### src/sv/acp_pkg.sv
// ---------------------------------------------------------------------------
// acp_pkg: shared types and helpers for the console escape parser
// Operation codes, queue word layout, number scanner and color palette.
// ---------------------------------------------------------------------------
package acp_pkg;

  localparam int SEQ_MAX_DEF = 14;
  localparam int STORE_DEPTH = 15;    // largest code length allowed
  localparam int MAX_RESULTS = 15;
  localparam logic [11:0] NUM_SAT = 12'd4095;

  localparam logic [7:0] CH_ESC  = 8'h1B;
  localparam logic [7:0] CH_LBR  = 8'h5B; // '['
  localparam logic [7:0] CH_SEMI = 8'h3B; // ';'
  localparam logic [7:0] CH_H    = 8'h48;
  localparam logic [7:0] CH_M    = 8'h6D;
  localparam logic [7:0] CH_J    = 8'h4A;
  localparam logic [7:0] CH_0    = 8'h30;
  localparam logic [7:0] CH_2    = 8'h32;
  localparam logic [7:0] CH_PLUS = 8'h2B;
  localparam logic [7:0] CH_MIN  = 8'h2D;
  localparam logic [7:0] TERM_LO = 8'h40;

  localparam logic [3:0] FG_RST = 4'h7;
  localparam logic [3:0] BG_RST = 4'h0;

  localparam logic [1:0] EV_CHAR   = 2'd0;
  localparam logic [1:0] EV_CLEAR  = 2'd1;
  localparam logic [1:0] EV_CURSOR = 2'd2;

  typedef enum logic [2:0] {
    OP_CHAR, OP_CLEAR, OP_CURSOR, OP_FG, OP_BG, OP_CRESET, OP_REPLAY
  } op_t;

  typedef enum logic [1:0] {PH_WS, PH_DIG, PH_DONE} ph_t;

  typedef enum logic {ST_IDLE, ST_REPLAY} bst_t;

  typedef struct packed {
    ph_t         ph;
    logic        neg;
    logic [11:0] val;
  } num_t;

  localparam num_t NUM_INIT = '{ph: PH_WS, neg: 1'b0, val: 12'd0};

  typedef struct packed {
    op_t                          op;
    logic [7:0]                   ch;   // char, or new color for OP_FG/OP_BG
    logic signed [12:0]           x;
    logic signed [12:0]           y;
    logic [3:0]                   len;
    logic [STORE_DEPTH-1:0][7:0]  seq;
  } qword_t;

  function automatic logic is_digit(logic [7:0] b);
    return (b >= 8'h30) && (b <= 8'h39);
  endfunction

  function automatic logic is_space(logic [7:0] b);
    return (b == 8'h20) || ((b >= 8'h09) && (b <= 8'h0D));
  endfunction

  // one byte of an atoi-style scan, magnitude saturating
  function automatic num_t num_step(num_t p, logic [7:0] b);
    num_t        r;
    logic [15:0] prod;
    logic [3:0]  d;
    r    = p;
    d    = b[3:0];
    prod = {4'b0, p.val} * 16'd10 + {12'b0, d};
    unique case (p.ph)
      PH_WS: begin
        if (is_space(b)) begin
          r.ph = PH_WS;
        end else if (b == CH_PLUS || b == CH_MIN) begin
          r.neg = (b == CH_MIN);
          r.ph  = PH_DIG;
        end else if (is_digit(b)) begin
          r.val = {8'b0, d};
          r.ph  = PH_DIG;
        end else begin
          r.ph = PH_DONE;
        end
      end
      PH_DIG: begin
        if (is_digit(b)) begin
          r.val = (prod > {4'b0, NUM_SAT}) ? NUM_SAT : prod[11:0];
        end else begin
          r.ph = PH_DONE;
        end
      end
      PH_DONE: r = p;
      default: r = p;
    endcase
    return r;
  endfunction

  function automatic logic signed [12:0] num_value(num_t p);
    logic signed [12:0] m;
    m = $signed({1'b0, p.val});
    return p.neg ? -m : m;
  endfunction

  function automatic logic [2:0] palette(logic [2:0] i);
    logic [2:0] r;
    unique case (i)
      3'd0: r = 3'd0;
      3'd1: r = 3'd4;
      3'd2: r = 3'd2;
      3'd3: r = 3'd6;
      3'd4: r = 3'd1;
      3'd5: r = 3'd5;
      3'd6: r = 3'd3;
      3'd7: r = 3'd7;
      default: r = 3'd0;
    endcase
    return r;
  endfunction

endpackage

### src/sv/acp_fifo.sv
// ---------------------------------------------------------------------------
// acp_fifo: two-word queue between front and back
// Register based; write and read may happen in the same cycle.
// ---------------------------------------------------------------------------
module acp_fifo (
  input  logic           clk,
  input  logic           rst_n,
  input  logic           wr,
  input  acp_pkg::qword_t wdata,
  input  logic           rd,
  output acp_pkg::qword_t rdata,
  output logic           valid,
  output logic           full
);

  acp_pkg::qword_t mem_r [2];
  logic            wp_r, rp_r;
  logic [1:0]      cnt_r, cnt_nxt;

  assign valid = (cnt_r != 2'd0);
  assign full  = (cnt_r == 2'd2);
  assign rdata = mem_r[rp_r];

  always_comb begin
    cnt_nxt = cnt_r + {1'b0, wr} - {1'b0, rd};
  end

  always_ff @(posedge clk) begin
    if (!rst_n) begin
      wp_r  <= 1'b0;
      rp_r  <= 1'b0;
      cnt_r <= 2'd0;
    end else begin
      if (wr) wp_r <= ~wp_r;
      if (rd) rp_r <= ~rp_r;
      cnt_r <= cnt_nxt;
    end
  end

  always_ff @(posedge clk) begin
    if (wr) mem_r[wp_r] <= wdata;
  end

endmodule

### src/sv/acp_front.sv
// ---------------------------------------------------------------------------
// acp_front: byte intake and escape code classification
// Collects code bytes, scans numbers on the fly, queues at most one operation word per byte.
// ---------------------------------------------------------------------------
module acp_front #(
  parameter int SEQ_MAX = acp_pkg::SEQ_MAX_DEF
) (
  input  logic            clk,
  input  logic            rst_n,
  input  logic            take,     // byte accepted this cycle
  input  logic [7:0]      in_byte,
  output logic            q_wr,
  output acp_pkg::qword_t q_wdata
);

  logic                                 in_esc_r, in_esc_nxt;
  logic [3:0]                           cnt_r, cnt_nxt;
  logic                                 semi_r, semi_nxt;
  acp_pkg::num_t                        p1_r, p1_nxt, p2_r, p2_nxt;
  logic [acp_pkg::STORE_DEPTH-1:0][7:0] store_r, seq_cur;

  logic [3:0]         len;
  logic               term;
  logic [7:0]         b0, b1;
  logic [11:0]        cv, off;
  logic signed [12:0] xv, yv;

  always_comb begin
    seq_cur          = store_r;
    seq_cur[cnt_r]   = in_byte;
    len              = cnt_r + 4'd1;
    term             = ((in_byte >= acp_pkg::TERM_LO) && (in_byte != acp_pkg::CH_LBR)) ||
                       ({28'd0, len} >= SEQ_MAX);
    b0 = seq_cur[0];
    b1 = seq_cur[1];

    p1_nxt   = (cnt_r == 4'd0) ? acp_pkg::NUM_INIT : acp_pkg::num_step(p1_r, in_byte);
    semi_nxt = semi_r;
    p2_nxt   = p2_r;
    if (cnt_r != 4'd0 && !semi_r && in_byte == acp_pkg::CH_SEMI) begin
      semi_nxt = 1'b1;
      p2_nxt   = acp_pkg::NUM_INIT;
    end else if (semi_r) begin
      p2_nxt = acp_pkg::num_step(p2_r, in_byte);
    end

    cv  = p1_nxt.val;
    off = 12'd0;
    xv  = acp_pkg::num_value(p2_nxt) - 13'sd1;
    yv  = acp_pkg::num_value(p1_nxt) - 13'sd1;

    q_wr          = 1'b0;
    q_wdata.op    = acp_pkg::OP_CHAR;
    q_wdata.ch    = in_byte;
    q_wdata.x     = '0;
    q_wdata.y     = '0;
    q_wdata.len   = len;
    q_wdata.seq   = seq_cur;
    in_esc_nxt    = in_esc_r;
    cnt_nxt       = cnt_r;

    if (take) begin
      if (!in_esc_r) begin
        if (in_byte == acp_pkg::CH_ESC) begin
          in_esc_nxt = 1'b1;
          cnt_nxt    = 4'd0;
        end else begin
          q_wr = 1'b1;
        end
      end else if (!term) begin
        cnt_nxt = len;
      end else begin
        in_esc_nxt = 1'b0;
        cnt_nxt    = 4'd0;
        if (b0 == acp_pkg::CH_LBR) begin
          q_wr       = 1'b1;
          q_wdata.op = acp_pkg::OP_REPLAY;
          if (len == 4'd3 && b1 == acp_pkg::CH_2 && in_byte == acp_pkg::CH_J) begin
            q_wdata.op = acp_pkg::OP_CLEAR;
          end else if (len == 4'd3 && b1 == acp_pkg::CH_0 && in_byte == acp_pkg::CH_M) begin
            q_wdata.op = acp_pkg::OP_CRESET;
          end else if (len >= 4'd4 && in_byte == acp_pkg::CH_M) begin
            q_wr = 1'b0;
            if (!p1_nxt.neg || cv == 12'd0) begin
              priority if (cv >= 12'd30 && cv <= 12'd37) begin
                off = cv - 12'd30; q_wr = 1'b1; q_wdata.op = acp_pkg::OP_FG;
                q_wdata.ch = {5'd0, acp_pkg::palette(off[2:0])};
              end else if (cv >= 12'd40 && cv <= 12'd47) begin
                off = cv - 12'd40; q_wr = 1'b1; q_wdata.op = acp_pkg::OP_BG;
                q_wdata.ch = {5'd0, acp_pkg::palette(off[2:0])};
              end else if (cv >= 12'd90 && cv <= 12'd97) begin
                off = cv - 12'd90; q_wr = 1'b1; q_wdata.op = acp_pkg::OP_FG;
                q_wdata.ch = {5'd1, acp_pkg::palette(off[2:0])};
              end else if (cv >= 12'd100 && cv <= 12'd107) begin
                off = cv - 12'd100; q_wr = 1'b1; q_wdata.op = acp_pkg::OP_BG;
                q_wdata.ch = {5'd1, acp_pkg::palette(off[2:0])};
              end else begin
                q_wr = 1'b0;
              end
            end
          end else if (len >= 4'd4 && in_byte == acp_pkg::CH_H) begin
            // needs a ';' that is not the last byte
            q_wr       = semi_r;
            q_wdata.op = acp_pkg::OP_CURSOR;
            q_wdata.x  = xv;
            q_wdata.y  = yv;
          end
        end
      end
    end
  end

  always_ff @(posedge clk) begin
    if (!rst_n) begin
      in_esc_r <= 1'b0;
      cnt_r    <= 4'd0;
      semi_r   <= 1'b0;
      p1_r     <= acp_pkg::NUM_INIT;
      p2_r     <= acp_pkg::NUM_INIT;
    end else begin
      in_esc_r <= in_esc_nxt;
      cnt_r    <= cnt_nxt;
      if (take) begin
        if (!in_esc_r || term) begin
          semi_r <= 1'b0;
          p1_r   <= acp_pkg::NUM_INIT;
          p2_r   <= acp_pkg::NUM_INIT;
        end else begin
          semi_r <= semi_nxt;
          p1_r   <= p1_nxt;
          p2_r   <= p2_nxt;
        end
      end
    end
  end

  always_ff @(posedge clk) begin
    if (take && in_esc_r) store_r[cnt_r] <= in_byte;
  end

endmodule

### src/sv/acp_back.sv
// ---------------------------------------------------------------------------
// acp_back: operation execution and result output register
// Holds the colors, replays unknown codes one word per cycle while the output register advances.
// ---------------------------------------------------------------------------
module acp_back (
  input  logic               clk,
  input  logic               rst_n,
  input  logic               q_valid,
  input  acp_pkg::qword_t    q_rdata,
  output logic               q_rd,
  input  logic               out_pop,
  output logic               out_empty,
  output logic [1:0]         out_event_kind,
  output logic [7:0]         out_char_code,
  output logic [3:0]         out_fg_color,
  output logic [3:0]         out_bg_color,
  output logic signed [12:0] out_cursor_x,
  output logic signed [12:0] out_cursor_y,
  output logic               out_last
);

  acp_pkg::bst_t st_r, st_nxt;
  logic          vld_r, vld_nxt;
  logic [3:0]    fg_r, fg_nxt, bg_r, bg_nxt;
  logic [3:0]    idx_r, idx_nxt;
  logic [3:0]    tot_m1;   // index of final replay word
  logic          adv, ld, ld_last;
  logic [1:0]    ld_kind;
  logic [7:0]    ld_ch;
  logic [3:0]    rd_idx;

  assign adv    = !vld_r || out_pop;
  assign tot_m1 = (q_rdata.len == 4'd15) ? 4'd14 : q_rdata.len;
  assign rd_idx = idx_r - 4'd1;

  // next state
  always_comb begin
    st_nxt = st_r;
    unique case (st_r)
      acp_pkg::ST_IDLE:
        if (q_valid && adv && q_rdata.op == acp_pkg::OP_REPLAY) st_nxt = acp_pkg::ST_REPLAY;
      acp_pkg::ST_REPLAY:
        if (adv && idx_r == tot_m1) st_nxt = acp_pkg::ST_IDLE;
      default: st_nxt = acp_pkg::ST_IDLE;
    endcase
  end

  // outputs
  always_comb begin
    q_rd    = 1'b0;
    ld      = 1'b0;
    ld_last = 1'b1;
    ld_kind = acp_pkg::EV_CHAR;
    ld_ch   = 8'd0;
    fg_nxt  = fg_r;
    bg_nxt  = bg_r;
    idx_nxt = idx_r;
    unique case (st_r)
      acp_pkg::ST_IDLE: begin
        if (q_valid) begin
          unique case (q_rdata.op)
            acp_pkg::OP_FG:     begin fg_nxt = q_rdata.ch[3:0]; q_rd = 1'b1; end
            acp_pkg::OP_BG:     begin bg_nxt = q_rdata.ch[3:0]; q_rd = 1'b1; end
            acp_pkg::OP_CRESET: begin
              fg_nxt = acp_pkg::FG_RST; bg_nxt = acp_pkg::BG_RST; q_rd = 1'b1;
            end
            acp_pkg::OP_CHAR: begin
              ld = adv; q_rd = adv; ld_ch = q_rdata.ch;
            end
            acp_pkg::OP_CLEAR: begin
              ld = adv; q_rd = adv; ld_kind = acp_pkg::EV_CLEAR;
            end
            acp_pkg::OP_CURSOR: begin
              ld = adv; q_rd = adv; ld_kind = acp_pkg::EV_CURSOR;
            end
            acp_pkg::OP_REPLAY: begin
              ld = adv; ld_last = 1'b0; ld_ch = acp_pkg::CH_ESC;
              if (adv) idx_nxt = 4'd1;
            end
            default: q_rd = 1'b1;
          endcase
        end
      end
      acp_pkg::ST_REPLAY: begin
        ld      = adv;
        ld_ch   = q_rdata.seq[rd_idx];
        ld_last = (idx_r == tot_m1);
        if (adv) begin
          idx_nxt = idx_r + 4'd1;
          q_rd    = ld_last;
        end
      end
      default: ;
    endcase
    vld_nxt = ld ? 1'b1 : (vld_r && !out_pop);
  end

  always_ff @(posedge clk) begin
    if (!rst_n) begin
      st_r  <= acp_pkg::ST_IDLE;
      vld_r <= 1'b0;
      fg_r  <= acp_pkg::FG_RST;
      bg_r  <= acp_pkg::BG_RST;
      idx_r <= 4'd0;
    end else begin
      st_r  <= st_nxt;
      vld_r <= vld_nxt;
      fg_r  <= fg_nxt;
      bg_r  <= bg_nxt;
      idx_r <= idx_nxt;
    end
  end

  always_ff @(posedge clk) begin
    if (ld) begin
      out_event_kind <= ld_kind;
      out_char_code  <= ld_ch;
      out_fg_color   <= fg_r;
      out_bg_color   <= bg_r;
      out_cursor_x   <= (ld_kind == acp_pkg::EV_CURSOR) ? q_rdata.x : 13'sd0;
      out_cursor_y   <= (ld_kind == acp_pkg::EV_CURSOR) ? q_rdata.y : 13'sd0;
      out_last       <= ld_last;
    end
  end

  assign out_empty = !vld_r;

  a_replay_has_word: assert property (@(posedge clk) disable iff (!rst_n)
    st_r == acp_pkg::ST_REPLAY |-> q_valid)
    else $error("replay without queued word");
  a_replay_idx: assert property (@(posedge clk) disable iff (!rst_n)
    st_r == acp_pkg::ST_REPLAY |-> idx_r != 4'd0 && idx_r <= tot_m1)
    else $error("replay index out of range");
  a_no_pop_mid_replay: assert property (@(posedge clk) disable iff (!rst_n)
    q_rd && st_r == acp_pkg::ST_IDLE |-> q_rdata.op != acp_pkg::OP_REPLAY)
    else $error("replay word dropped early");

endmodule

### src/sv/ansi_escape_console_parser_top.sv
// ---------------------------------------------------------------------------
// ansi_escape_console_parser_top: console byte stream to display events
// Front classifies bytes and escape codes, back emits events in order.
// ---------------------------------------------------------------------------
// Usage:
//   Input is a queue write port: drive in_byte and raise in_push; the word is
//   taken on a clock edge where in_full is low. Results form a queue read
//   port: while out_empty is low the oldest event sits on the out_ ports and
//   out_pop takes it. out_last marks the final event caused by one byte.
//   Path: a plain byte's event passes through the queue and the output
//   register to the out_ ports; code bytes only collect and the terminating
//   byte sends the code's event the same way. Throughput: one byte per cycle
//   into a two-word queue while in_full is low; the back end emits one event
//   per cycle while out_pop keeps up, so a replayed unknown code of length L
//   holds the back end for min(L+1,15) events and the queue then fills and
//   raises in_full. Color codes retire in the back end with no event.
//   Reset (rst_n low, synchronous) empties the queue and the output register,
//   drops any partial code and sets foreground 7 and background 0.
//   A stalled receiver simply holds the output register; the queue absorbs
//   two more operations before in_full rises.
// ---------------------------------------------------------------------------
module ansi_escape_console_parser_top #(
  parameter int SEQ_MAX = acp_pkg::SEQ_MAX_DEF   // code length cap, 4..15
) (
  input  logic               clk,
  input  logic               rst_n,
  input  logic               in_push,
  output logic               in_full,
  input  logic [7:0]         in_byte,
  input  logic               out_pop,
  output logic               out_empty,
  output logic [1:0]         out_event_kind,
  output logic [7:0]         out_char_code,
  output logic [3:0]         out_fg_color,
  output logic [3:0]         out_bg_color,
  output logic signed [12:0] out_cursor_x,
  output logic signed [12:0] out_cursor_y,
  output logic               out_last
);

  logic            take;
  logic            q_wr, q_rd, q_valid;
  acp_pkg::qword_t q_wdata, q_rdata;

  // a byte is taken only with a free queue slot, so a push never overflows
  assign take = in_push && !in_full;

  acp_front #(.SEQ_MAX(SEQ_MAX)) u_front (
    .clk     (clk),
    .rst_n   (rst_n),
    .take    (take),
    .in_byte (in_byte),
    .q_wr    (q_wr),
    .q_wdata (q_wdata)
  );

  acp_fifo u_fifo (
    .clk   (clk),
    .rst_n (rst_n),
    .wr    (q_wr),
    .wdata (q_wdata),
    .rd    (q_rd),
    .rdata (q_rdata),
    .valid (q_valid),
    .full  (in_full)
  );

  acp_back u_back (
    .clk            (clk),
    .rst_n          (rst_n),
    .q_valid        (q_valid),
    .q_rdata        (q_rdata),
    .q_rd           (q_rd),
    .out_pop        (out_pop),
    .out_empty      (out_empty),
    .out_event_kind (out_event_kind),
    .out_char_code  (out_char_code),
    .out_fg_color   (out_fg_color),
    .out_bg_color   (out_bg_color),
    .out_cursor_x   (out_cursor_x),
    .out_cursor_y   (out_cursor_y),
    .out_last       (out_last)
  );

  a_kind_ok: assert property (@(posedge clk) disable iff (!rst_n)
    !out_empty |-> out_event_kind != 2'd3)
    else $error("bad event kind");
  a_char_zero: assert property (@(posedge clk) disable iff (!rst_n)
    !out_empty && out_event_kind != acp_pkg::EV_CHAR |-> out_char_code == 8'd0)
    else $error("char code on non-print event");
  a_xy_zero: assert property (@(posedge clk) disable iff (!rst_n)
    !out_empty && out_event_kind != acp_pkg::EV_CURSOR |->
      out_cursor_x == 13'sd0 && out_cursor_y == 13'sd0)
    else $error("cursor on non-cursor event");

endmodule

### config.mk
export PLATFORM = sky130hd
export DESIGN_NAME = ansi_escape_console_parser_top
export DESIGN_NICKNAME = d
export VERILOG_FILES = /design/src/sv/acp_pkg.sv /design/src/sv/acp_fifo.sv /design/src/sv/acp_front.sv /design/src/sv/acp_back.sv /design/src/sv/ansi_escape_console_parser_top.sv
export SDC_FILE = /design/constraint.sdc
export NUM_CORES = 1
export LEC_CHECK = 0
export BUFFER_PORTS_ARGS = -buffer_cell sky130_fd_sc_hd__buf_2
export CAP_MARGIN = 30
export CORE_ASPECT_RATIO = 0.9
export CORE_MARGIN = 10
export CORE_UTILIZATION = 40
export DETAILED_ROUTE_END_ITERATION = 7
export GPL_ROUTABILITY_DRIVEN = 0
export MAX_ROUTING_LAYER = met4
export PLACE_DENSITY = 0.57
export SYNTH_ARGS = -nofsm -noshare
export SYNTH_HDL_FRONTEND = slang
export SYNTH_HIERARCHICAL = 1
export SYNTH_SLANG_ARGS = --single-unit
### constraint.sdc
create_clock -name clk -period 29.7 [get_ports clk]
set_input_delay 5.94 -clock clk [delete_from_list [all_inputs] [get_ports clk]]
set_output_delay 5.94 -clock clk [all_outputs]
set_load 0.02 [all_outputs]
==> run_summary.xml, run 1 <==
<?xml version="1.0" encoding="UTF-8"?>
<metrics>
  <group name="status">
    <metric name="run_status" unit="">finished clean</metric>
  </group>
  <group name="timing">
    <metric name="report.final.hold_viol_count" unit="">0</metric>
    <metric name="finalMaxSlewViolations" unit="">0</metric>
    <metric name="tns_setup" unit="ns">0</metric>
    <metric name="worst_slew_margin_rel" unit="%">32.9</metric>
    <metric name="timing.final.setup_violations" unit="">0</metric>
    <metric name="clock-skew-final" unit="ns">0.0486</metric>
    <metric name="achievable-frequency" unit="MHz">79.2</metric>
    <metric name="rsz0062_at_grt" unit="">no</metric>
    <metric name="timing.final.crit_share" unit="%">42.5</metric>
    <metric name="post-route-min-period" unit="ns">12.62</metric>
    <metric name="timing_worst_slew_pin_value" unit="ns">1.00</metric>
  </group>
  <group name="global_route">
    <metric name="grt_max_degree" unit="">136</metric>
    <metric name="grt_antenna_before_repair" unit="">5</metric>
    <metric name="globalRouteTotalUtil" unit="%">16.9</metric>
    <metric name="grt.overflow.total" unit="">0</metric>
    <metric name="grt_first_pass_wirelength" unit="mm">101</metric>
    <metric name="first_global_vias" unit="">16400</metric>
  </group>
  <group name="layout">
    <metric name="leading_cell_type_in_the_layout_fill_and_taps_excluded" unit="">sky130_fd_sc_hd__edfxtp_1</metric>
    <metric name="final_area" unit="sq um">30200</metric>
    <metric name="layout-drive-gt1-share" unit="%">23.6</metric>
    <metric name="mostFrequentLayoutCells" unit="">487 x sky130_fd_sc_hd__edfxtp_1, 164 x sky130_fd_sc_hd__nand2_1, 162 x sky130_fd_sc_hd__mux2_2</metric>
    <metric name="finalNonFillerCells" unit="">3013</metric>
    <metric name="finalNetCount" unit="">2164</metric>
    <metric name="layout.core_utilization" unit="%">45.0</metric>
    <metric name="fillerInstances" unit="">5950</metric>
    <metric name="area.growth.synth_to_final" unit="%">11.1</metric>
  </group>
  <group name="setup_path">
    <metric name="setup.reg_to_reg.worst_slack" unit="ns">21.17</metric>
    <metric name="worstPathBufferInverterCount" unit="">3</metric>
    <metric name="cp-start-kind" unit="">input port</metric>
    <metric name="crit_path_cell_trace" unit="">buf_2 -&gt; ha_1 -&gt; fa_1 -&gt; a21o_1 -&gt; nand2_1 -&gt; and4_1 -&gt; a22oi_4 -&gt; a21oi_1 -&gt; ha_1 -&gt; nor2_1 -&gt; a211o_1 -&gt; a21oi_1 -&gt; nor2_1 -&gt; nand2_1 -&gt; a41oi_1 -&gt; o32ai_1 -&gt; and2_4 -&gt; buf_4 -&gt; buf_4</metric>
    <metric name="cp_slowest_stage_delay" unit="ns">0.85</metric>
    <metric name="worst_ep_arrival_time" unit="ns">12.88</metric>
    <metric name="endpoint_kind" unit="">flop</metric>
    <metric name="path_max_fanout" unit="">62</metric>
    <metric name="timing.setup.critical_path_class" unit="">in -&gt; reg</metric>
    <metric name="path_delay_family" unit="">compound AO/OA/AOI/OAI gates</metric>
    <metric name="worstPathRequired" unit="ns">29.96</metric>
    <metric name="critical_path.slowest_cell" unit="">sky130_fd_sc_hd__and2_4</metric>
  </group>
  <group name="floorplan">
    <metric name="io_pins" unit="">59</metric>
    <metric name="die_area" unit="sq um">78900</metric>
    <metric name="row_count" unit="">90</metric>
    <metric name="die_h" unit="um">267</metric>
    <metric name="initial_utilization" unit="%">40.5</metric>
    <metric name="fp.coreArea" unit="sq um">67200</metric>
    <metric name="chipWidth" unit="um">295</metric>
  </group>
  <group name="clock_tree">
    <metric name="number_of_clock_buffers_inserted_by_tritoncts" unit="">58</metric>
    <metric name="cts.clk_slew.worst_paths" unit="ns">0.06</metric>
    <metric name="post_cts_resized" unit="">0</metric>
    <metric name="cts.path.max_buffers" unit="">3</metric>
    <metric name="cts_setup_buffers" unit="">0</metric>
    <metric name="clk-insertion-delay-late" unit="ns">0.63</metric>
    <metric name="h-tree-depth" unit="">2</metric>
    <metric name="cts.sink_count" unit="">542</metric>
    <metric name="holdBufCountCts" unit="">0</metric>
    <metric name="cts_root_buf" unit="">sky130_fd_sc_hd__clkbuf_16</metric>
    <metric name="tritoncts" unit="">done</metric>
  </group>
  <group name="routing">
    <metric name="final_routed_drc_violation_total" unit="">0</metric>
    <metric name="routed_via_density" unit="">5.57</metric>
    <metric name="first_iter_violations" unit="">1462</metric>
    <metric name="wl_per_cell" unit="um">21.9</metric>
    <metric name="antenna_left" unit="">0</metric>
    <metric name="drt-pass1-iter-count" unit="">8</metric>
    <metric name="wirelength" unit="mm">65.9</metric>
    <metric name="dr_total_vias" unit="">16800</metric>
  </group>
  <group name="power">
    <metric name="p_leak" unit="nW">10.8</metric>
    <metric name="worst_ir_drop_vdd" unit="uV">49.6</metric>
    <metric name="power_per_cell_area" unit="nW/um^2">68.2</metric>
  </group>
  <group name="place">
    <metric name="place.detailed.instances" unit="">2898</metric>
    <metric name="placedInstanceArea" unit="sq um">28300</metric>
    <metric name="hpwlAfterDp" unit="mm">43.1</metric>
    <metric name="numPortBuffers" unit="">58</metric>
  </group>
  <group name="yosys">
    <metric name="post-synth-top-area-fraction" unit="%">53.7</metric>
    <metric name="netlist_top_cells_area" unit="">sky130_fd_sc_hd__edfxtp_1 54%, sky130_fd_sc_hd__mux2_2 6.7%, sky130_fd_sc_hd__mux2_4 5.0%</metric>
    <metric name="syn-cell-area" unit="sq um">27200</metric>
    <metric name="ys_warn_count" unit="">6</metric>
    <metric name="syn_nets" unit="">2124</metric>
    <metric name="synthDistinctLibCells" unit="">112</metric>
    <metric name="synth_area_per_cell" unit="sq um">13.3</metric>
    <metric name="synth_sequential_area_ratio" unit="%">57.8</metric>
    <metric name="yosys_most_used_dff" unit="">sky130_fd_sc_hd__edfxtp_1</metric>
    <metric name="ys_ff_latch" unit="">542</metric>
    <metric name="asyncSetResetFlopFracSynth" unit="%">0</metric>
    <metric name="synth_enable_flop_cells" unit="">487</metric>
    <metric name="post-synth-top-area-cell" unit="">sky130_fd_sc_hd__edfxtp_1</metric>
    <metric name="synthesis.instances" unit="">2044</metric>
  </group>
  <group name="job">
    <metric name="max_cap_violations" unit="">0</metric>
  </group>
  <group name="hold_path">
    <metric name="min_path_type" unit="">reg -&gt; reg</metric>
  </group>
</metrics>
kinds of logic after synthesis:
logic type | share of synthesized area (%)
AOI/OAI and AO/OA | 9.46
xor gates and xnor gates | 2.40
adders and majority gates | 3.24
buffers and inverters | 2.63
DFF | 57.8
muxes | 13.8
and+or+nand+nor | 10.7
flip-flops by register name (all words and copies together) (netlist names), 2 cells and up, named ones only:
signal                 count
u_back/bg_r                4
u_back/fg_r                4
u_back/idx_r               4
u_back/out_bg_color        4
u_back/out_char_code       8
u_back/out_cursor_x       13
u_back/out_cursor_y       13
u_back/out_event_kind      2
u_back/out_fg_color        4
u_fifo/cnt_r               2
u_fifo/mem_r             322
u_front/cnt_r              4
u_front/p1_r              15
u_front/p2_r              15
u_front/store_r          120
cell usage after synthesis, drive strengths merged, types with 5 or more instances:
library cell  number
nand2            164
nor4               9
nand4             17
inv               45
nor2b             32
o32ai              5
o31ai             16
o21a               9
a22oi              9
mux2             252
a21boi             7
ha                64
a2111oi            6
xor2              22
nand2b            11
a32oi              5
clkbuf            52
nor3b              8
xnor2             47
or2               10
and3              10
a211oi            13
o21ai             86
a31oi             16
dfxtp             55
and2              71
nor2             122
buf               48
and3b              6
o22ai             19
a21oi             85
nor3              29
o211ai            22
or3                6
mux4              12
edfxtp           487
a21o              13
mux2i             29
nand3             46
final timing paths:
kind,end,from,depth (start not counted)
setup / recovery,u_fifo/mem_r[1][60],in_byte[1],19
hold / removal,u_back/out_bg_color[1],u_back/bg_r[1],0
setup reg to reg,u_fifo/mem_r[1][60],u_front/p1_r[1],22
hold reg to reg,u_back/out_bg_color[1],u_back/bg_r[1],0
per-layer routing:
metal  global-route usage (%)  wire [um]  up-vias  part of all wire [%]
met5                        -          0        -                     0
met4                     4.15       1240        0                   1.9
met3                     2.96       3800       96                   5.8
met2                     25.4      29500      452                    45
met1                     23.6      31400     8404                    48
li1                         -          -     7830                     -
metrics by stage:
stage | setup slack (ns) | total power, mW | hold slack [ns]
final | 17.08 | 2.06 | 0.433
after global routing | 16.71 | 2.15 | 0.438
after CTS | 17.23 | 2.09 | 0.434
after detailed placement | 16.58 | 1.37 | 0.423
after global placement | 16.81 | 1.36 | 0.420
after floorplan | 12.62 | 1.26 | 0.403
final cells by class:
class                   instances  area, sq um  area share, %
clock buffers                  67         1520           5.01
inverters                      47          178          0.588
well taps                     874         1090           3.62
diodes                          5         12.5         0.0414
flip-flops and latches        542        15700           52.0
repair buffers                 80          515           1.70
multi-input cells            1355        10800           35.7
clock inverters                43          400           1.32
where the power goes:
| part | switching, mW | internal, mW |
|---|---|---|
| clock network | 0.299 | 0.418 |
| registers | 0.0270 | 0.923 |
| logic | 0.238 | 0.158 |
| total | 0.564 | 1.50 |
(Power assumes the default switching activity.)
==> run 2, diff against run 1 <==
Settings changed: ABC_AREA set to 1, PLACE_DENSITY 0.57 to 0.59.
Clock period 29.7 ns to 10.3 ns, I/O delays scaled along.
==> run_summary.xml, run 2 <==
<?xml version="1.0" encoding="UTF-8"?>
<metrics>
  <group name="global_route">
    <metric name="grt_max_degree" unit="">129</metric>
    <metric name="globalRouteTotalUtil" unit="%">17.5</metric>
    <metric name="grt.met3_usage" unit="%">2.67</metric>
    <metric name="global_route.usage.met1" unit="%">24.8</metric>
    <metric name="grt_first_pass_wirelength" unit="mm">110</metric>
    <metric name="first_global_vias" unit="">19200</metric>
    <metric name="globalRoute.busiestLayer" unit="">met2</metric>
    <metric name="grt.overflow.total" unit="">0</metric>
    <metric name="use_met2" unit="%">26.1</metric>
    <metric name="grt_antenna_before_repair" unit="">4</metric>
  </group>
  <group name="yosys">
    <metric name="yosys_most_used_dff" unit="">sky130_fd_sc_hd__edfxtp_1</metric>
    <metric name="asyncSetResetFlopFracSynth" unit="%">0</metric>
    <metric name="synthesis.instances" unit="">2804</metric>
    <metric name="syn-cell-area" unit="sq um">28100</metric>
    <metric name="netlist_top_cells_area" unit="">sky130_fd_sc_hd__edfxtp_1 52%, sky130_fd_sc_hd__nand2_1 9.6%, sky130_fd_sc_hd__mux2_4 4.8%</metric>
    <metric name="ys_ff_latch" unit="">542</metric>
    <metric name="yosys.area_share.simple" unit="%">20.1</metric>
    <metric name="synthXorXnorAreaFrac" unit="%">1.09</metric>
    <metric name="synthMostInstantiatedCell" unit="">sky130_fd_sc_hd__nand2_1</metric>
    <metric name="synth_sequential_area_ratio" unit="%">56.0</metric>
    <metric name="synthTopCellsByCount" unit="">721 x sky130_fd_sc_hd__nand2_1, 487 x sky130_fd_sc_hd__edfxtp_1, 279 x sky130_fd_sc_hd__inv_1, 223 x sky130_fd_sc_hd__nand3_1, 192 x sky130_fd_sc_hd__nor2_1</metric>
    <metric name="synthDistinctLibCells" unit="">57</metric>
    <metric name="synth_fa_ha_area_share" unit="%">3.14</metric>
    <metric name="synth_area_per_cell" unit="sq um">10.0</metric>
    <metric name="synth-compound-area-share" unit="%">5.84</metric>
    <metric name="post-synth-top-area-cell" unit="">sky130_fd_sc_hd__edfxtp_1</metric>
    <metric name="synth_mux_area_share" unit="%">7.66</metric>
    <metric name="synth_enable_flop_cells" unit="">487</metric>
    <metric name="synth_top_family_by_area" unit="">simple AND/OR/NAND/NOR gates</metric>
    <metric name="syn_nets" unit="">2884</metric>
    <metric name="ys_warn_count" unit="">6</metric>
    <metric name="post-synth-top-area-fraction" unit="%">52.1</metric>
  </group>
  <group name="floorplan">
    <metric name="io_pins" unit="">59</metric>
    <metric name="row_count" unit="">92</metric>
    <metric name="chipWidth" unit="um">299</metric>
    <metric name="die_area" unit="sq um">81200</metric>
    <metric name="initial_utilization" unit="%">40.2</metric>
    <metric name="fp.coreArea" unit="sq um">69800</metric>
    <metric name="die_h" unit="um">271</metric>
  </group>
  <group name="routing">
    <metric name="wl_per_cell" unit="um">18.5</metric>
    <metric name="drt-pass1-iter-count" unit="">8</metric>
    <metric name="final_routed_drc_violation_total" unit="">0</metric>
    <metric name="first_iter_violations" unit="">2144</metric>
    <metric name="dr_total_vias" unit="">20000</metric>
    <metric name="wirelength" unit="mm">70.8</metric>
    <metric name="antenna_left" unit="">0</metric>
    <metric name="routed_via_density" unit="">5.21</metric>
  </group>
  <group name="layout">
    <metric name="top_regs" unit="">u_fifo/mem_r: 322 flops, u_front/store_r: 120 flops</metric>
    <metric name="fillerInstances" unit="">6534</metric>
    <metric name="registers.top_by_ff_count" unit="">u_fifo/mem_r</metric>
    <metric name="area.growth.synth_to_final" unit="%">11.0</metric>
    <metric name="largest_reg_flops" unit="">322</metric>
    <metric name="leading_cell_type_in_the_layout_fill_and_taps_excluded" unit="">sky130_fd_sc_hd__nand2_1</metric>
    <metric name="mostFrequentLayoutCells" unit="">720 x sky130_fd_sc_hd__nand2_1, 487 x sky130_fd_sc_hd__edfxtp_1, 277 x sky130_fd_sc_hd__inv_1</metric>
    <metric name="finalNetCount" unit="">2924</metric>
    <metric name="layout-drive-gt1-share" unit="%">16.4</metric>
  </group>
  <group name="clock_tree">
    <metric name="tritoncts" unit="">done</metric>
    <metric name="number_of_clock_buffers_inserted_by_tritoncts" unit="">56</metric>
    <metric name="cts.path.max_buffers" unit="">3</metric>
    <metric name="cts.clk_slew.worst_paths" unit="ns">0.06</metric>
    <metric name="post_cts_resized" unit="">0</metric>
    <metric name="clk-insertion-delay-late" unit="ns">0.62</metric>
    <metric name="holdBufCountCts" unit="">0</metric>
    <metric name="cts_root_buf" unit="">sky130_fd_sc_hd__clkbuf_16</metric>
    <metric name="cts_setup_buffers" unit="">0</metric>
    <metric name="h-tree-depth" unit="">2</metric>
    <metric name="cts.sink_count" unit="">542</metric>
  </group>
  <group name="timing">
    <metric name="achievable-frequency" unit="MHz">146</metric>
    <metric name="rsz0062_at_grt" unit="">no</metric>
    <metric name="finalMaxSlewViolations" unit="">0</metric>
    <metric name="timing.final.crit_share" unit="%">66.7</metric>
    <metric name="post-route-min-period" unit="ns">6.87</metric>
    <metric name="worst_slew_margin_rel" unit="%">34.1</metric>
    <metric name="timing.final.setup_violations" unit="">0</metric>
    <metric name="fin_ws" unit="ns">3.43</metric>
    <metric name="clock-skew-final" unit="ns">0.0239</metric>
    <metric name="tns_setup" unit="ns">0</metric>
    <metric name="report.final.hold_viol_count" unit="">0</metric>
    <metric name="timing_worst_slew_pin_value" unit="ns">0.989</metric>
  </group>
  <group name="hold_path">
    <metric name="whs_path_depth" unit="">0</metric>
    <metric name="whs_endpoint" unit="">u_back/out_bg_color[3]</metric>
    <metric name="min-delay-start" unit="">u_back/bg_r[3]</metric>
    <metric name="min_path_type" unit="">reg -&gt; reg</metric>
  </group>
  <group name="job">
    <metric name="max_cap_violations" unit="">0</metric>
  </group>
  <group name="setup_path">
    <metric name="path_max_fanout" unit="">71</metric>
    <metric name="cp-start-kind" unit="">input port</metric>
    <metric name="worst_r2r_startpoint" unit="">u_front/p1_r[3]</metric>
    <metric name="worstPathRequired" unit="ns">10.56</metric>
    <metric name="worstRegToRegCells" unit="">34</metric>
    <metric name="worst_ep_arrival_time" unit="ns">7.13</metric>
    <metric name="r2r_end" unit="">u_fifo/mem_r[1][63]</metric>
    <metric name="setup.reg_to_reg.worst_slack" unit="ns">3.98</metric>
    <metric name="endpoint_kind" unit="">flop</metric>
    <metric name="timing.setup.critical_path_class" unit="">in -&gt; reg</metric>
    <metric name="critical_path.startpoint" unit="">in_byte[5]</metric>
  </group>
  <group name="power">
    <metric name="p_leak" unit="nW">12.9</metric>
    <metric name="finalPower" unit="mW">6.40</metric>
    <metric name="worst_ir_drop_vdd" unit="uV">132</metric>
    <metric name="power_per_cell_area" unit="nW/um^2">206</metric>
  </group>
  <group name="place">
    <metric name="numPortBuffers" unit="">58</metric>
    <metric name="place_ws" unit="ns">2.90</metric>
    <metric name="hpwlAfterDp" unit="mm">47.0</metric>
  </group>
  <group name="status">
    <metric name="run_status" unit="">finished clean</metric>
  </group>
</metrics>
==> run 2: changes by cell type in the layout (fill, tap and decap cells not counted), moves of 28 or more <==
cell                      previous run  this run
sky130_fd_sc_hd__nor2_1            119       190
sky130_fd_sc_hd__nand3_1            45       223
sky130_fd_sc_hd__nand2_2             0        39
sky130_fd_sc_hd__and2_1             68         1
sky130_fd_sc_hd__nand2_1           164       720
sky130_fd_sc_hd__inv_1              43       277
sky130_fd_sc_hd__xnor2_1            46         7
sky130_fd_sc_hd__mux2_2            162        71
sky130_fd_sc_hd__o21ai_0            73       154
sky130_fd_sc_hd__nor2b_1            29         0
sky130_fd_sc_hd__mux2i_1            28         0
==> run 2: critical path: stages <==
cell and delay [ns]:
sky130_fd_sc_hd__buf_2 0.13, sky130_fd_sc_hd__inv_1 0.37, sky130_fd_sc_hd__nor3_1 0.37, sky130_fd_sc_hd__nand2_1 0.08
sky130_fd_sc_hd__buf_4 0.24, sky130_fd_sc_hd__inv_2 0.43, sky130_fd_sc_hd__nand2_1 0.16, sky130_fd_sc_hd__nand3_1 0.13
sky130_fd_sc_hd__o211ai_1 0.10, sky130_fd_sc_hd__o211ai_1 0.11, sky130_fd_sc_hd__inv_1 0.07, sky130_fd_sc_hd__nand2_2 0.17
sky130_fd_sc_hd__ha_1 0.24, sky130_fd_sc_hd__inv_1 0.08, sky130_fd_sc_hd__nor2_2 0.15, sky130_fd_sc_hd__nand2_2 0.09
sky130_fd_sc_hd__nand2_4 0.08, sky130_fd_sc_hd__o21ai_2 0.11, sky130_fd_sc_hd__nor2_4 0.14, sky130_fd_sc_hd__nand2_1 0.07
sky130_fd_sc_hd__nand2_1 0.05, sky130_fd_sc_hd__nand2_1 0.05, sky130_fd_sc_hd__a21oi_1 0.31, sky130_fd_sc_hd__nand2_1 0.20
sky130_fd_sc_hd__inv_6 0.28, sky130_fd_sc_hd__buf_16 0.37, sky130_fd_sc_hd__buf_12 0.40
==> run 2: worst max path at each step <==
stage | to | slack (ns) | depth (start not counted)
floorplan | u_fifo/mem_r[0][0] | 0.75 | 32
global placement | u_fifo/mem_r[1][144] | 2.94 | 28
detailed placement | u_fifo/mem_r[1][145] | 2.90 | 27
CTS | u_fifo/mem_r[1][143] | 3.51 | 27
global route | u_fifo/mem_r[1][144] | 2.97 | 27
finish | u_fifo/mem_r[1][63] | 3.43 | 27
==> run 2: per-layer routing <==
layer / part of all wire [%] / vias to the layer above
met5: 0 / -
met4: 2.1 / 0
met3: 7.1 / 92
met2: 44 / 672
met1: 47 / 9638
li1: - / 9570
==> run 2: logic make-up (layout without fill, tap and decap cells) <==
family / after synthesis / in the layout
other cells: 0 / 4
flops: 542 / 542
simple gates: 1284 / 1284
xor+xnor: 31 / 31
buf+inv: 412 / 495
fa+ha+maj: 68 / 68
mux: 161 / 161
compound gates: 306 / 306
==> run 2: final cells by class <==
class	count	area [sq um]	share of cell area (%)
Clock buffer	70	1530	4.90
Clock inverter	31	338	1.08
Tap cell	940	1180	3.77
Timing Repair Buffer	80	553	1.78
Sequential cell	542	15700	50.5
Inverter	314	1190	3.82
Multi-Input combinational cell	1850	10600	34.1
Antenna cell	4	10.0	0.0321
==> run 2: where the power goes <==
group / total (mW) / internal [mW] / switching [mW]
registers: 2.82 / 2.70 / 0.117
logic: 1.55 / 0.600 / 0.954
clock network: 2.03 / 1.18 / 0.856
==> run 2: metrics by stage <==
stage / hold WS, ns / instance area [sq um] / util [%] / instances
after floorplan: 0.403 / 28100 / - / 2804
after global placement: 0.417 / 29200 / 41.8 / 3722
after detailed placement: 0.412 / 29300 / 42.0 / 3726
after CTS: 0.427 / 31100 / 44.6 / 3827
after global routing: 0.447 / 31200 / 44.7 / 3830
final: 0.427 / 31200 / 44.7 / 3831
